`src/hw/rtl/rrvw_pkg.sv`:
```
// shared types and constants for the roller ram video walker
package rrvw_pkg;

    localparam int FRAME_ROWS   = 256;
    localparam int ROW_BYTES    = 90;
    localparam int VISIBLE_60HZ = 200;

    localparam int ADDR_W  = 18;
    localparam int ROW_W   = 8;
    localparam int COL_W   = 7;
    localparam int CODES_W = 32;

    localparam logic [CODES_W-1:0] FG_CODES = 32'h1111_1111;

    localparam logic KIND_READ = 1'b0;
    localparam logic KIND_CELL = 1'b1;

    // output queue
    localparam int FIFO_DEPTH = 4;
    localparam int FIFO_AW    = $clog2(FIFO_DEPTH);
    localparam int FIFO_CW    = $clog2(FIFO_DEPTH + 1);

    // configuration register indexes
    localparam logic [2:0] CFG_TABLE_BASE   = 3'd0;
    localparam logic [2:0] CFG_SCROLL       = 3'd1;
    localparam logic [2:0] CFG_INVERT       = 3'd2;
    localparam logic [2:0] CFG_SHORT_FRAME  = 3'd3;
    localparam logic [2:0] CFG_PIXEL_MODE   = 3'd4;
    localparam logic [2:0] CFG_DISPLAY_ON   = 3'd5;
    localparam logic [2:0] CFG_TABLE_PROG   = 3'd6;
    localparam logic [2:0] CFG_SCREEN_GATE  = 3'd7;

    localparam logic [1:0] MODE_MONO = 2'd0;
    localparam logic [1:0] MODE_QUAD = 2'd3;

    typedef enum logic [1:0] {
        OP_START = 2'd0,
        OP_BYTE  = 2'd1,
        OP_TICK  = 2'd2
    } t_op;

    typedef enum logic [2:0] {
        PH_IDLE     = 3'd0,
        PH_FRAME_FG = 3'd1,
        PH_FRAME_BG = 3'd2,
        PH_ROW_BG   = 3'd3,
        PH_ROW_FG   = 3'd4,
        PH_TBL_LO   = 3'd5,
        PH_TBL_HI   = 3'd6,
        PH_PIXEL    = 3'd7
    } t_phase;

    typedef struct packed {
        logic [7:0] table_base;
        logic [7:0] scroll;
        logic       invert;
        logic       short_frame;
        logic [1:0] pixel_mode;
        logic       display_on;
        logic       table_prog;
        logic       screen_gate;
    } t_cfg;

    typedef struct packed {
        logic               kind;
        logic [ADDR_W-1:0]  read_address;
        logic [CODES_W-1:0] pixel_codes;
        logic               codes_are_palette;
        logic [ROW_W-1:0]   cell_row;
        logic [COL_W-1:0]   cell_column;
        logic               frame_end;
        logic               last;
    } t_result;

    // up to two results written into the output queue in one cycle
    typedef struct packed {
        logic [1:0] count;
        t_result    r0;
        t_result    r1;
    } t_push;

endpackage

```
`src/hw/rtl/rrvw_walker.sv`:
```
// input register, walk state and per-request step logic
module rrvw_walker (
    input  logic                          i_clk,
    input  logic                          i_rst_n,
    input  rrvw_pkg::t_cfg                i_cfg,
    input  logic                          i_in_valid,
    output logic                          o_in_stall,
    input  logic [1:0]                    i_op,
    input  logic [7:0]                    i_mem_byte,
    input  logic                          i_byte_was_written,
    input  logic [rrvw_pkg::FIFO_CW-1:0]  i_free,
    output rrvw_pkg::t_push               o_push
);
    import rrvw_pkg::*;

    logic              r_in_valid;
    logic [1:0]        r_op;
    logic [7:0]        r_byte;
    logic              r_wr;

    t_phase            r_phase, n_phase;
    logic [ROW_W-1:0]  r_row, n_row;
    logic [COL_W-1:0]  r_col, n_col;
    logic [7:0]        r_lo_byte, n_lo_byte;
    logic              r_lo_wr, n_lo_wr;
    logic [ADDR_W-1:0] r_src, n_src;

    logic              advance;
    logic              row_end, frame_end;
    logic [ROW_W-1:0]  next_row;
    logic [COL_W-1:0]  next_col;
    logic              do_cell, cell_fetched, cell_pal;
    logic [CODES_W-1:0] cell_codes, dec_codes;
    logic [15:0]       word;
    t_result           res0, res1;
    logic [1:0]        cnt;

    function automatic logic [ADDR_W-1:0] table_addr(input logic [7:0] tb,
                                                     input logic [7:0] scroll,
                                                     input logic [ROW_W-1:0] row);
        logic [ADDR_W-1:0] base;
        logic [7:0]        idx;
        base = {1'b0, tb[7:5], tb[4:0], 9'b0};
        idx  = 8'(row + scroll);
        return base + {9'b0, idx, 1'b0};
    endfunction

    function automatic logic past_visible(input logic short_frame,
                                          input logic [ROW_W-1:0] row);
        if (short_frame)
            return {1'b0, row} >= 9'(VISIBLE_60HZ);
        return {1'b0, row} >= 9'(FRAME_ROWS);
    endfunction

    function automatic t_result make_read(input logic [ADDR_W-1:0] addr,
                                          input logic [ROW_W-1:0] row,
                                          input logic [COL_W-1:0] col);
        t_result r;
        r = '0;
        r.kind         = KIND_READ;
        r.read_address = addr;
        r.cell_row     = row;
        r.cell_column  = col;
        return r;
    endfunction

    function automatic logic [CODES_W-1:0] decode(input logic [7:0] b,
                                                  input logic [1:0] mode);
        logic [CODES_W-1:0] c;
        c = '0;
        case (mode)
            MODE_MONO: begin
                for (int i = 0; i < 8; i++)
                    c[28 - 4*i +: 4] = {3'b0, b[7 - i]};
            end
            MODE_QUAD: c = {{4{b[7:4]}}, {4{b[3:0]}}};
            default: begin
                // two-bit indices, each shown twice
                for (int i = 0; i < 4; i++)
                    c[24 - 8*i +: 8] = {2'b0, b[7 - 2*i -: 2], 2'b0, b[7 - 2*i -: 2]};
            end
        endcase
        return c;
    endfunction

    assign advance    = r_in_valid && (i_free >= FIFO_CW'(2));
    assign o_in_stall = r_in_valid && !advance;

    always_ff @(posedge i_clk) begin
        if (!i_rst_n) begin
            r_in_valid <= 1'b0;
        end else if (!o_in_stall) begin
            r_in_valid <= i_in_valid;
        end
        if (!o_in_stall && i_in_valid) begin
            r_op   <= i_op;
            r_byte <= i_mem_byte;
            r_wr   <= i_byte_was_written;
        end
    end

    always_ff @(posedge i_clk) begin
        if (!i_rst_n) begin
            r_phase   <= PH_IDLE;
            r_row     <= '0;
            r_col     <= '0;
            r_lo_byte <= '0;
            r_lo_wr   <= 1'b0;
            r_src     <= '0;
        end else if (advance) begin
            r_phase   <= n_phase;
            r_row     <= n_row;
            r_col     <= n_col;
            r_lo_byte <= n_lo_byte;
            r_lo_wr   <= n_lo_wr;
            r_src     <= n_src;
        end
    end

    assign row_end   = (8'(r_col) + 8'd1) >= 8'(ROW_BYTES);
    assign frame_end = row_end && ((9'(r_row) + 9'd1) >= 9'(FRAME_ROWS));
    assign next_row  = r_row + ROW_W'(1);
    assign next_col  = r_col + COL_W'(1);
    assign word      = {r_byte, r_lo_byte};
    assign dec_codes = decode(r_byte ^ {8{i_cfg.invert}}, i_cfg.pixel_mode);

    always_comb begin
        n_phase      = r_phase;
        n_row        = r_row;
        n_col        = r_col;
        n_lo_byte    = r_lo_byte;
        n_lo_wr      = r_lo_wr;
        n_src        = r_src;
        res0         = '0;
        res1         = '0;
        cnt          = 2'd0;
        do_cell      = 1'b0;
        cell_fetched = 1'b0;
        cell_pal     = 1'b0;
        cell_codes   = '0;

        case (r_op)
            OP_START: begin
                n_row = '0;
                n_col = '0;
                if (!i_cfg.display_on || !i_cfg.table_prog) begin
                    n_phase = PH_FRAME_FG;
                end else if (!i_cfg.screen_gate) begin
                    n_phase = PH_FRAME_BG;
                end else if (past_visible(i_cfg.short_frame, '0)) begin
                    n_phase = PH_ROW_BG;
                end else begin
                    n_phase = PH_TBL_LO;
                    res0 = make_read(table_addr(i_cfg.table_base, i_cfg.scroll, '0),
                                     '0, '0);
                    cnt  = 2'd1;
                end
            end
            OP_BYTE: begin
                case (r_phase)
                    PH_TBL_LO: begin
                        n_lo_byte = r_byte;
                        n_lo_wr   = r_wr;
                        n_phase   = PH_TBL_HI;
                        res0 = make_read(table_addr(i_cfg.table_base, i_cfg.scroll, r_row)
                                         + ADDR_W'(1), r_row, r_col);
                        cnt  = 2'd1;
                    end
                    PH_TBL_HI: begin
                        n_col = '0;
                        if (r_lo_wr && r_wr) begin
                            // roller word to row address, bit 3 stays clear
                            n_src   = {1'b0, word[15:3], 1'b0, word[2:0]};
                            n_phase = PH_PIXEL;
                            res0    = make_read({1'b0, word[15:3], 1'b0, word[2:0]},
                                                r_row, '0);
                            cnt     = 2'd1;
                        end else begin
                            n_phase = PH_ROW_FG;
                        end
                    end
                    PH_PIXEL: begin
                        do_cell      = 1'b1;
                        cell_fetched = 1'b1;
                        cell_codes   = r_wr ? dec_codes : FG_CODES;
                        cell_pal     = r_wr && (i_cfg.pixel_mode != MODE_MONO);
                    end
                    default: ;
                endcase
            end
            OP_TICK: begin
                case (r_phase)
                    PH_FRAME_FG, PH_ROW_FG: begin
                        do_cell    = 1'b1;
                        cell_codes = FG_CODES;
                    end
                    PH_FRAME_BG, PH_ROW_BG: begin
                        do_cell = 1'b1;
                    end
                    default: ;
                endcase
            end
            default: ;
        endcase

        if (do_cell) begin
            res0.kind              = KIND_CELL;
            res0.pixel_codes       = cell_codes;
            res0.codes_are_palette = cell_pal;
            res0.cell_row          = r_row;
            res0.cell_column       = r_col;
            res0.frame_end         = frame_end;
            cnt                    = 2'd1;
            if (frame_end) begin
                n_phase = PH_IDLE;
                n_row   = '0;
                n_col   = '0;
            end else if (row_end) begin
                n_row = next_row;
                n_col = '0;
                if (r_phase == PH_FRAME_FG || r_phase == PH_FRAME_BG) begin
                    n_phase = r_phase;
                end else if (past_visible(i_cfg.short_frame, next_row)) begin
                    n_phase = PH_ROW_BG;
                end else begin
                    n_phase = PH_TBL_LO;
                    res1 = make_read(table_addr(i_cfg.table_base, i_cfg.scroll, next_row),
                                     next_row, '0);
                    cnt  = 2'd2;
                end
            end else begin
                n_col = next_col;
                if (cell_fetched) begin
                    res1 = make_read(r_src + ADDR_W'({next_col, 3'b000}), r_row, next_col);
                    cnt  = 2'd2;
                end
            end
        end

        if (cnt == 2'd2)
            res1.last = 1'b1;
        else if (cnt == 2'd1)
            res0.last = 1'b1;
    end

    assign o_push.count = advance ? cnt : 2'd0;
    assign o_push.r0    = res0;
    assign o_push.r1    = res1;

    a_idle_home: assert property (@(posedge i_clk) disable iff (!i_rst_n)
        r_phase == PH_IDLE |-> r_row == '0 && r_col == '0)
        else $error("idle walker left away from the first cell");

    a_col_range: assert property (@(posedge i_clk) disable iff (!i_rst_n)
        8'(r_col) < 8'(ROW_BYTES))
        else $error("column counter ran past the row");

    a_push_room: assert property (@(posedge i_clk) disable iff (!i_rst_n)
        o_push.count != 2'd0 |-> i_free >= FIFO_CW'(o_push.count))
        else $error("result pushed without queue room");

    a_hold: assert property (@(posedge i_clk) disable iff (!i_rst_n)
        o_in_stall |=> r_in_valid && $stable(r_op) && $stable(r_byte))
        else $error("held request changed while stalled");

endmodule

```
`src/hw/rtl/rrvw_out_fifo.sv`:
```
// result queue taking up to two results per cycle and giving out one while the receiver does not stall
module rrvw_out_fifo (
    input  logic                          i_clk,
    input  logic                          i_rst_n,
    input  rrvw_pkg::t_push               i_push,
    output logic [rrvw_pkg::FIFO_CW-1:0]  o_free,
    output logic                          o_valid,
    input  logic                          i_stall,
    output rrvw_pkg::t_result             o_result
);
    import rrvw_pkg::*;

    t_result              r_mem [FIFO_DEPTH];
    logic [FIFO_AW-1:0]   r_head, n_head;
    logic [FIFO_AW-1:0]   r_tail, n_tail;
    logic [FIFO_CW-1:0]   r_count, n_count;
    logic                 pop;
    logic [FIFO_AW-1:0]   tail_next;

    assign pop       = (r_count != '0) && !i_stall;
    assign tail_next = r_tail + FIFO_AW'(1);
    assign n_head    = pop ? r_head + FIFO_AW'(1) : r_head;
    assign n_tail    = r_tail + FIFO_AW'(i_push.count);
    assign n_count   = r_count + FIFO_CW'(i_push.count) - FIFO_CW'(pop);

    always_ff @(posedge i_clk) begin
        if (!i_rst_n) begin
            r_head  <= '0;
            r_tail  <= '0;
            r_count <= '0;
        end else begin
            r_head  <= n_head;
            r_tail  <= n_tail;
            r_count <= n_count;
        end
    end

    always_ff @(posedge i_clk) begin
        if (i_push.count != 2'd0)
            r_mem[r_tail] <= i_push.r0;
        if (i_push.count == 2'd2)
            r_mem[tail_next] <= i_push.r1;
    end

    assign o_free   = FIFO_CW'(FIFO_DEPTH) - r_count;
    assign o_valid  = r_count != '0;
    assign o_result = r_mem[r_head];

    a_count_range: assert property (@(posedge i_clk) disable iff (!i_rst_n)
        r_count <= FIFO_CW'(FIFO_DEPTH))
        else $error("result queue overfilled");

    a_pop_step: assert property (@(posedge i_clk) disable iff (!i_rst_n)
        pop && i_push.count == 2'd0 |=> r_count == $past(r_count) - FIFO_CW'(1))
        else $error("queue count lost track of a pop");

    a_ptr_gap: assert property (@(posedge i_clk) disable iff (!i_rst_n)
        r_count != FIFO_CW'(FIFO_DEPTH) && r_count != '0 |-> r_head != r_tail)
        else $error("queue pointers disagree with count");

endmodule

```
`src/hw/rtl/roller_ram_video_walker_core.sv`:
```
// top level of the roller ram video walker: config registers, walker and result queue
//
// Requests enter on the input channel (i_in_valid / o_in_stall): op 0 starts a
// frame, op 1 returns the byte for the last read request, op 2 is a fill tick.
// Results leave on the output channel (o_out_valid / i_out_stall): o_kind 0 is
// a read request carrying o_read_address, o_kind 1 is an eight-pixel cell;
// o_last marks the final result a request caused. A request gives 0, 1 or 2
// results.
// An accepted request is held in the input register and processed from
// there; its results are written into the result queue and show on the
// output from the queue head. One request is taken per cycle as long as the
// four-entry result queue has room for two more results.
// Requests giving at most one result run at one per cycle while the receiver
// does not stall; a steady stream of two-result requests runs slower, held
// back by the output port giving out one result per cycle.
// When the receiver stalls, results wait in the queue and the head holds
// steady; once fewer than two slots are free the input stalls.
// Reset (i_rst_n low, synchronous) clears the config registers, the walk
// state and the queue; the block comes up idle with no frame under way.
// Config writes (i_cfg_we) take effect at the edge and belong to idle times.
module roller_ram_video_walker_core (
    input  logic        i_clk,
    input  logic        i_rst_n,
    input  logic        i_cfg_we,
    input  logic [2:0]  i_cfg_index,
    input  logic [7:0]  i_cfg_data,
    input  logic        i_in_valid,
    output logic        o_in_stall,
    input  logic [1:0]  i_op,
    input  logic [7:0]  i_mem_byte,
    input  logic        i_byte_was_written,
    output logic        o_out_valid,
    input  logic        i_out_stall,
    output logic        o_kind,
    output logic [17:0] o_read_address,
    output logic [31:0] o_pixel_codes,
    output logic        o_codes_are_palette,
    output logic [7:0]  o_cell_row,
    output logic [6:0]  o_cell_column,
    output logic        o_frame_end,
    output logic        o_last
);
    import rrvw_pkg::*;

    t_cfg                r_cfg;
    t_push               push;
    logic [FIFO_CW-1:0]  free;
    t_result             result;

    always_ff @(posedge i_clk) begin
        if (!i_rst_n) begin
            r_cfg <= '0;
        end else if (i_cfg_we) begin
            unique case (i_cfg_index)
                CFG_TABLE_BASE:  r_cfg.table_base  <= i_cfg_data;
                CFG_SCROLL:      r_cfg.scroll      <= i_cfg_data;
                CFG_INVERT:      r_cfg.invert      <= i_cfg_data[0];
                CFG_SHORT_FRAME: r_cfg.short_frame <= i_cfg_data[0];
                CFG_PIXEL_MODE:  r_cfg.pixel_mode  <= i_cfg_data[1:0];
                CFG_DISPLAY_ON:  r_cfg.display_on  <= i_cfg_data[0];
                CFG_TABLE_PROG:  r_cfg.table_prog  <= i_cfg_data[0];
                CFG_SCREEN_GATE: r_cfg.screen_gate <= i_cfg_data[0];
                default: ;
            endcase
        end
    end

    rrvw_walker u_walker (
        .i_clk              (i_clk),
        .i_rst_n            (i_rst_n),
        .i_cfg              (r_cfg),
        .i_in_valid         (i_in_valid),
        .o_in_stall         (o_in_stall),
        .i_op               (i_op),
        .i_mem_byte         (i_mem_byte),
        .i_byte_was_written (i_byte_was_written),
        .i_free             (free),
        .o_push             (push)
    );

    rrvw_out_fifo u_out_fifo (
        .i_clk    (i_clk),
        .i_rst_n  (i_rst_n),
        .i_push   (push),
        .o_free   (free),
        .o_valid  (o_out_valid),
        .i_stall  (i_out_stall),
        .o_result (result)
    );

    assign o_kind              = result.kind;
    assign o_read_address      = result.read_address;
    assign o_pixel_codes       = result.pixel_codes;
    assign o_codes_are_palette = result.codes_are_palette;
    assign o_cell_row          = result.cell_row;
    assign o_cell_column       = result.cell_column;
    assign o_frame_end         = result.frame_end;
    assign o_last              = result.last;

endmodule

```
`config.mk`:
```
export PLATFORM = sky130hd
export DESIGN_NAME = roller_ram_video_walker_core
export DESIGN_NICKNAME = d
export VERILOG_FILES = /design/src/hw/rtl/rrvw_pkg.sv /design/src/hw/rtl/rrvw_walker.sv /design/src/hw/rtl/rrvw_out_fifo.sv /design/src/hw/rtl/roller_ram_video_walker_core.sv
export SDC_FILE = /design/constraint.sdc
export NUM_CORES = 1
export LEC_CHECK = 0
export BUFFER_PORTS_ARGS = -buffer_cell sky130_fd_sc_hd__buf_4
export CAP_MARGIN = 40
export CORE_MARGIN = 8
export CORE_UTILIZATION = 35
export CTS_BUF_LIST = sky130_fd_sc_hd__clkbuf_8
export DETAILED_ROUTE_END_ITERATION = 10
export GPL_TIMING_DRIVEN = 0
export REMOVE_ABC_BUFFERS = 1
export SLEW_MARGIN = 20
export SYNTH_ARGS = -nofsm -noshare
export SYNTH_HDL_FRONTEND = slang
export SYNTH_HIERARCHICAL = 1
export SYNTH_SLANG_ARGS = --single-unit
```
`constraint.sdc`:
```
create_clock -name i_clk -period 9.6 [get_ports i_clk]
set_input_delay 0.96 -clock i_clk [delete_from_list [all_inputs] [get_ports i_clk]]
set_output_delay 0.96 -clock i_clk [all_outputs]
set_load 0.1 [all_outputs]
```
==> results.md <==
- Status: finished, final reports clean
- Gate Count Post-Synth: approximately 1500
- Die area: 64900 um^2
- WL/cell: between 20 and 25 um
- Commonest cells after routing, fill and taps aside: edfxtp_1 (287), mux2_2 (259), nand2_1 (139)
- Period utilisation layout: 60.4%
- Total length of routed wires: 50.5 mm
- Die X-Extent: 255 um
- Most common cell after layout, fill and taps aside: edfxtp_1
- Worst Setup Path Type: flip-flop to flip-flop
- Peak supply drop: around 0.00022 V
- Share of layout cells above drive strength 1: 35.5%
- Final Hold Fails: 0
- DRT Pass-1 Iters: 5
- Fillers: 5347
- Root Driver: clkbuf_8
- Synth Warn #: 6
- Post-cts gate resize count: 0
- Crit start category: flip-flop
- First-pass GRT wire length: 77.9 mm
- Initial Utilization: a little over a third
- Worst Path Max Fanout: 15
- Row cnt: 87
- Design Power: 4.37 mW
- Io pins: 98
- Post-detail-place hpwl: 35.0 mm
- Buffers on Ports: 97
- Tot GR Track Use: 15.4%
- Cell Chain, Critical Path: ha_1, nand4_1, a32o_1, o21ai_2, o21ai_1, a21oi_1, and2_1, nor4b_4, buf_6, buf_6, buf_6, buf_4, mux2_2
- Post-Layout Inst Area: 23000 um^2
- Post-Syn Area: 20000 um^2
- Count of non-filler cells in the finished layout: 2428
- Unrepaired setup endpoints after global routing: false
- Total number of vias: ~13000
- Register area: 10100 um^2
- Iter 0 DRT Violations: about 760
- Vias in the first global route: 13200
- Slew Viols, Final: 0
- Crit path arrival time: 6.20 ns
- DRC: 0
- Vias/cell: 5.17
- Worst hold path type: flip-flop to flip-flop
- Chip height: 255 um
- Global placement routability congestion: roughly 0.88
- CTS Sinks: 363
- DRT antenna net count: 0
- Net count, final: 1687
- CP max-delay cell: nor4b_4
- WP buf/inv: 4
- Post-CTS Hold Buffers: 0
- P&R area growth vs syn: 15.2%
- Max Cap Viol: 0
- CP required: 10.00 ns
- Setup Buffers After CTS: 0
- GRT overflow: 0
- Reg clk slew, reported paths: approximately 0.06 ns
- Flop2flop setup slack: between 3 and 4 ns
- Leakage dissipation: 8.32 nW
- Delay-heaviest family, CP: compound AO/OA/AOI/OAI gates
- Syn Area/Cell: 13.2 um^2
- N_diodes: 0
- Worst path most repeated cell: buf_6
- CTS tree: yes
- Largest stage delay, worst path: 0.68 ns
- CP endpoint kind: flip-flop
- Placed insts: 2313
- Slew @ Worst Pin: 0.838 ns
- Final Skew: roughly 0.023 ns
- CTS max path bufs: 3
- Largest net degree at the start of global routing: 93
- Num CTS Buffers: 61
- Clock Latency Late Sink: 0.65 ns
- Core Box Area: 56400 um^2
- Placed cell area: about 22000 um^2
- Initial antenna violation count: 0
- Multi-input logic area: 9050 um^2
- Final setup viols: 0
- Fin crit period: 5.80 ns
- H-tree Lvls: 2
- Slew Limit Headroom: 43.9%
- Highest clock rate: about 170 MHz
- P per Cell Area: 190 nW/um^2
[tightest hold or removal path: stages (launching register included)]
cell and delay (ns):
dfxtp_1 0.31, nand2_1 0.05, a21boi_0 0.07
[worst paths after layout]
check / startpoint / end / depth (start not counted)
worst max-delay path: u_walker/r_col[0] / u_out_fifo/r_mem[1][41] / 13
worst min register to register: u_walker/r_src[0] / u_walker/r_src[0] / 2
worst max register to register: u_walker/r_col[0] / u_out_fifo/r_mem[1][41] / 13
worst min-delay path: u_walker/r_src[0] / u_walker/r_src[0] / 2
[area by class of cell]
class	count	share of cell area (%)
flip-flops and latches	363	44.2
clock inverters	43	0.904
clock buffers	70	4.19
multi-input cells	1008	39.4
repair buffers	152	6.66
inverters	36	0.588
well taps	756	4.12
[through the flow]
| stage | setup TNS [ns] | setup slack (ns) | util [%] | hold slack [ns] |
|---|---|---|---|---|
| 2_1_floorplan | -235.80 | -2.41 | - | 0.439 |
| 3_3_place_gp | -2422.04 | -12.29 | 37.1 | 0.456 |
| 3_5_place_dp | 0 | 3.88 | 38.6 | 0.468 |
| 4_1_cts | 0 | 3.87 | 40.7 | 0.418 |
| 5_1_grt | 0 | 3.61 | 40.8 | 0.443 |
| 6_report | 0 | 3.80 | 40.8 | 0.474 |
[flip-flops by register name, indices dropped and copies added, names as in the netlist, 3 cells and up, named ones only]
name	cells
r_cfg	23
u_out_fifo/r_count	3
u_out_fifo/r_mem	276
u_walker/r_byte	8
u_walker/r_col	7
u_walker/r_lo_byte	8
u_walker/r_phase	3
u_walker/r_row	8
u_walker/r_src	16
[power breakdown]
part | leakage [nW] | switching [mW] | internal [mW] | total (mW)
registers | 3.21 | 0.0481 | 1.70 | 1.75
logic | 4.44 | 0.953 | 0.348 | 1.30
clock network | 0.662 | 0.636 | 0.689 | 1.32
total | 8.32 | 1.64 | 2.74 | 4.37
[per-layer routing]
layer	track usage (%)	wire (um)	vias to the layer above
met3	2.60	2590	56
met4	3.79	730	0
met2	25.9	24200	316
li1	-	-	5872
met1	20.7	23000	6301
met5	0	0	-
No activity file was read; power rests on OpenSTA's default activity.
